--- config.mk ---
export PLATFORM = sky130hd
export DESIGN_NAME = nsc_parse
export DESIGN_NICKNAME = d
export VERILOG_FILES = /design/src/hdl/nsc_pkg.sv /design/src/hdl/nsc_parse.sv
export SDC_FILE = /design/constraint.sdc
export NUM_CORES = 1
export LEC_CHECK = 0
export ABC_AREA = 1
export BUFFER_PORTS_ARGS = -buffer_cell sky130_fd_sc_hd__buf_2
export CAP_MARGIN = 25
export CELL_PAD_IN_SITES_DETAIL_PLACEMENT = 1
export CELL_PAD_IN_SITES_GLOBAL_PLACEMENT = 1
export CORE_ASPECT_RATIO = 1.2
export CORE_MARGIN = 2
export CORE_UTILIZATION = 43
export DETAILED_ROUTE_END_ITERATION = 10
export PLACE_DENSITY = 0.86
export SKIP_CTS_REPAIR_TIMING = 1
export SLEW_MARGIN = 20
export SYNTH_ARGS = -nofsm -noshare
export SYNTH_HDL_FRONTEND = slang
export SYNTH_SLANG_ARGS = --single-unit
--- constraint.sdc ---
create_clock -name clock -period 3 [get_ports clock]
set_input_delay 0.3 -clock clock [delete_from_list [all_inputs] [get_ports clock]]
set_output_delay 0.3 -clock clock [all_outputs]
set_load 0.05 [all_outputs]
--- src/hdl/nsc_pkg.sv ---
package nsc_pkg;

   // Character codes the parser reacts to
   localparam logic [7:0] CHAR_DOLLAR = 8'h24;
   localparam logic [7:0] CHAR_STAR   = 8'h2A;
   localparam logic [7:0] CHAR_COMMA  = 8'h2C;
   localparam logic [7:0] CHAR_CR     = 8'h0D;

   localparam int          FIELD_W   = 5;
   localparam logic [FIELD_W-1:0] FIELD_MAX = 5'd31;

   // Widths of the stream payloads
   localparam int REQ_DATA_W = 8;
   localparam int RSP_DATA_W = 16;
   localparam int RSP_USER_W = 3;

   // Sentence phase, one-hot
   typedef enum logic [4:0] {
      PH_IDLE = 5'b00001,
      PH_BODY = 5'b00010,
      PH_HEX1 = 5'b00100,
      PH_HEX2 = 5'b01000,
      PH_TAIL = 5'b10000
   } phase_type;

   // One result item as it leaves the parser
   typedef struct packed {
      logic [7:0]         data_byte;
      logic [FIELD_W-1:0] field_number;
      logic               in_body;
      logic               field_end;
      logic               sentence_done;
      logic               checksum_ok;
   } result_type;

   // Hex digit value; bit 4 set when the byte is not a hex digit
   function automatic logic [4:0] hex_value(input logic [7:0] c);
      logic [4:0] v;
      v = 5'h10;
      if (c >= 8'h30 && c <= 8'h39) begin
         v = {1'b0, 4'(c - 8'h30)};
      end else if (c >= 8'h41 && c <= 8'h46) begin
         v = {1'b0, 4'(c - 8'h37)};
      end else if (c >= 8'h61 && c <= 8'h66) begin
         v = {1'b0, 4'(c - 8'h57)};
      end
      return v;
   endfunction

endpackage

--- src/hdl/nsc_parse.sv ---
module nsc_parse
   import nsc_pkg::*;
(
   input  logic       clock,
   input  logic       reset,
   input  logic       in_fire,
   input  logic [7:0] rx_byte,
   output result_type result
);

   phase_type          phase_ff,     phase_in;
   logic [7:0]         xor_ff,       xor_in;
   logic [7:0]         sum_ff,       sum_in;
   logic [FIELD_W-1:0] field_ff,     field_in;
   logic               hex_bad_ff,   hex_bad_in;

   logic [4:0]         digit;
   logic [3:0]         digit_val;
   logic [FIELD_W-1:0] field_next;

   // Decode the digit and the saturated field advance
   assign digit      = hex_value(rx_byte);
   assign digit_val  = digit[4] ? 4'h0 : digit[3:0];
   assign field_next = (field_ff != FIELD_MAX) ? field_ff + 5'd1 : field_ff;

   // Work out the result and the next state for this byte
   always_comb begin
      phase_in   = phase_ff;
      xor_in     = xor_ff;
      sum_in     = sum_ff;
      field_in   = field_ff;
      hex_bad_in = hex_bad_ff;
      result               = '0;
      result.data_byte     = rx_byte;

      if (rx_byte == CHAR_DOLLAR) begin
         // restart the sentence
         phase_in   = PH_BODY;
         xor_in     = '0;
         sum_in     = '0;
         field_in   = '0;
         hex_bad_in = 1'b0;
      end else begin
         case (phase_ff)
            PH_BODY: begin
               result.field_number = field_ff;
               if (rx_byte == CHAR_STAR) begin
                  result.field_end = 1'b1;
                  field_in         = field_next;
                  phase_in         = PH_HEX1;
               end else if (rx_byte == CHAR_CR) begin
                  result.sentence_done = 1'b1;
                  phase_in             = PH_IDLE;
               end else begin
                  result.in_body = 1'b1;
                  xor_in         = xor_ff ^ rx_byte;
                  if (rx_byte == CHAR_COMMA) begin
                     result.field_end = 1'b1;
                     field_in         = field_next;
                  end
               end
            end
            PH_HEX1, PH_HEX2, PH_TAIL: begin
               result.field_number = field_ff;
               if (rx_byte == CHAR_CR) begin
                  result.sentence_done = 1'b1;
                  result.checksum_ok   = (phase_ff == PH_TAIL) && !hex_bad_ff &&
                                         (sum_ff == xor_ff);
                  phase_in             = PH_IDLE;
               end else if (phase_ff == PH_TAIL) begin
                  hex_bad_in = 1'b1;
               end else begin
                  // shift in one checksum digit
                  sum_in = {sum_ff[3:0], digit_val};
                  if (digit[4]) begin
                     hex_bad_in = 1'b1;
                  end
                  phase_in = (phase_ff == PH_HEX1) ? PH_HEX2 : PH_TAIL;
               end
            end
            default: begin
               phase_in = PH_IDLE;
            end
         endcase
      end
   end

   // Advance the state on each accepted byte
   always_ff @(posedge clock) begin
      if (reset) begin
         phase_ff   <= PH_IDLE;
         xor_ff     <= '0;
         sum_ff     <= '0;
         field_ff   <= '0;
         hex_bad_ff <= 1'b0;
      end else if (in_fire) begin
         phase_ff   <= phase_in;
         xor_ff     <= xor_in;
         sum_ff     <= sum_in;
         field_ff   <= field_in;
         hex_bad_ff <= hex_bad_in;
      end
   end

`ifndef ASSERT_OFF
   a_ok_needs_done: assert property (@(posedge clock) disable iff (reset)
      result.checksum_ok |-> result.sentence_done)
      else $error("checksum_ok without sentence_done");

   a_dollar_restarts: assert property (@(posedge clock) disable iff (reset)
      in_fire && rx_byte == CHAR_DOLLAR |=> phase_ff == PH_BODY && field_ff == '0 &&
                                            xor_ff == '0 && !hex_bad_ff)
      else $error("dollar did not restart the sentence");

   a_field_step: assert property (@(posedge clock) disable iff (reset)
      in_fire && result.field_end && field_ff != FIELD_MAX
      |=> field_ff == $past(field_ff) + 5'd1)
      else $error("field index did not advance on field end");

   a_done_to_idle: assert property (@(posedge clock) disable iff (reset)
      in_fire && result.sentence_done |=> phase_ff == PH_IDLE)
      else $error("sentence end did not return to idle");
`endif

endmodule

==> run summary <==
Status: completed
Part of the power in registers: 50.6%
Vias per cell: 5.15
# DRC: 0
Fin. Hold Viols: 0
Tot GR Track Use: 22.1%
Final period utilization: 76.8%
Flops & latches, synth: 27
Power share of the combinational group: 17.1%
Area contributors post-synth: dfxtp_1, nand2_1, inv_1
DIE WIDTH: 65.6 um
Drt initial violations: 46
Via count: 1,922
Worst setup SP type: flip-flop
Post-synthesis instance area: 0.00196 mm^2
Fmax: 434 MHz
First-pass GRT wire length: 8.84 mm
TritonCTS Sinks: 27
Power per cell area: 343 mW/mm^2
Syn nets: 316
Worst setup margin: 695 ps
Maximum vdd drop: 0.000168 V
Worst-path clk slew: 110 ps
Die Footprint: 0.00511 mm^2
Slew Viols, Final: 0
Clock power frac: 32.3%
Pre-CTS setup slack: 921 ps
CP Data Arrival Time: 2010 ps
Boundary Pins: 28
P_sw: 233 uW
Gpl congestion: 0.889
Final setup fails: 0
Largest net degree at the start of global routing: 22
Placed cell count: 369
Initial antenna violation count: 0
Sw Ratio: 32.0%
Largest area contributor in the netlist: dfxtp_1
DP Wirelength: 4.24 mm
Max Cap Viol: 0
Crit path time final: 2310 ps
CTS tree: done
Drt pass-1 iters: 4
CTS Buf Count: 3
Critical path type: reg2out
Rel. slew slack: 70.4%
Congestion Overflow GR: 0
Sequential share of the synthesized area: 27.6%
Multi-input combinational cell area: 0.00116 mm^2
DR WL/cell: 14.5 um
Post-Layout Cell Count: 373
Ant diodes: 0
Syn avg cell area: 6.56 um^2
CP Capture Type: output port
Initial core utilization: 45.2%
Clock Latency Late Sink: 290 ps
Top cell type's share of synthesized area: 27.6%
Worst min path class: in2reg
Leakage power: 0.959 nW
Longest Clk Path Bufs: 2
H-tree Lvls: 1
Cell Rows: 26
Clk_skew: 3.32 ps
Pint: 495 uW
Worst path required time: 2700 ps
Number of global-route vias before repair: 1,972
Warnings from Yosys: 0
Design Power: 728 uW
Post-Synthesis Cells: 298
Worst Tran Pin Value: 443 ps
RSZ-0062 raised after global routing: no
Die H: 77.9 um
Root buf cell: clkbuf_8
NumNets Final: 336
Area Overhead vs Synth: 8.57%
Count of input and output buffers: 27
Distinct cells, synth: 29
Layout cells sized above 1: 18.6%
WL final: 5.39 mm
DRT antenna net count: 0
Post-Route Setup TNS: 0 ps
Storage element area: 541 um^2
Layout fillers: 622
Core Box Area: 0.00433 mm^2
Crit Path Max Fanout: 6
-- critical path, stage by stage (launching register included) --
cell     delay (ps)
dfxtp_1         360
nor2_2          190
nand3_1         270
inv_2           190
nand2_2          90
nor4_1          170
nand2_1          90
nor2_1           90
buf_2           270
-- worst paths after layout --
check	start	end	slack (ps)	cells after the start
worst max-delay path	phase_ff[2]	result[0]	690	8
worst min-delay path	in_fire	phase_ff[1]	370	4
worst max register to register	phase_ff[2]	phase_ff[0]	1300	9
worst min register to register	sum_ff[5]	sum_ff[5]	470	2
-- sequential cells by signal, indices dropped and copies added (netlist names) --
register / flops
field_ff: 5
hex_bad_ff: 1
phase_ff: 5
sum_ff: 8
xor_ff: 8
-- layout by cell type, fill, tap and decap left out, types with 5 or more instances in the layout --
cell type / netlist / final
nand4_1: 19 / 19
nand3_1: 20 / 20
ha_1: 7 / 7
xor2_1: 10 / 10
nor3_1: 5 / 5
dfxtp_1: 27 / 27
buf_2: 1 / 27
inv_2: 5 / 5
nor2_1: 35 / 35
nand3_2: 6 / 6
inv_1: 35 / 35
nand2_2: 5 / 5
a21oi_1: 19 / 19
nand2_1: 70 / 70
-- cell type report --
class / instances / share of cell area [%]
flip-flops and latches: 27 / 25.5
repair buffers: 29 / 7.07
well taps: 56 / 3.30
clock inverters: 1 / 0.412
inverters: 40 / 7.07
multi-input cells: 217 / 54.7
clock buffers: 3 / 1.94
-- Yosys cell counts, drive strengths merged --
cell type	count
dfxtp	27
a21oi	19
o21ai	6
a211oi	1
o22ai	3
and3b	1
nor3	5
clkbuf	1
nand2	75
inv	40
a31oi	1
xor2	10
nor4	1
nor2	43
ha	7
nand3	26
buf	13
nand4	19
-- power groups by stage --
| stage | Clock [mW] | Sequential (mW) | Combinational (mW) |
|---|---|---|---|
| final | 0.235 | 0.368 | 0.124 |
| after detailed placement | 0 | 0.376 | 0.124 |
| after floorplan | 0 | 0.375 | 0.0939 |
| after global routing | 0.255 | 0.369 | 0.138 |
| after global placement | 0 | 0.376 | 0.122 |
| after CTS | 0.238 | 0.368 | 0.125 |
-- through the flow --
step	hold slack [ps]	cell area [um^2]	util [%]
after floorplan	436	1960	-
after global placement	450	2070	47.9
after detailed placement	455	2070	47.9
after CTS	368	2120	49.1
after global routing	393	2120	49.1
final	374	2120	49.1
-- per-layer routing --
metal / global-route usage (%) / vias to the layer above / routed length [um]
li1: - / 990 / -
met1: 24.8 / 906 / 2410
met2: 42.2 / 19 / 2830
met3: 2.75 / 7 / 74
met4: 6.25 / 0 / 74
met5: 0 / - / 0
-- cell families (layout without fill, tap and decap cells) --
group | count (synthesis) | after routing | synth area share [%]
AO/OA/AOI/OAI | 30 | 30 | 8.83
adder cells (fa/ha/maj) | 7 | 7 | 4.48
XOR/XNOR | 10 | 10 | 4.48
flip-flops | 27 | 27 | 27.6
buffers and inverters | 54 | 73 | 12.9
AND/OR/NAND/NOR | 170 | 170 | 41.7
No activity file was read; power rests on OpenSTA's default activity.
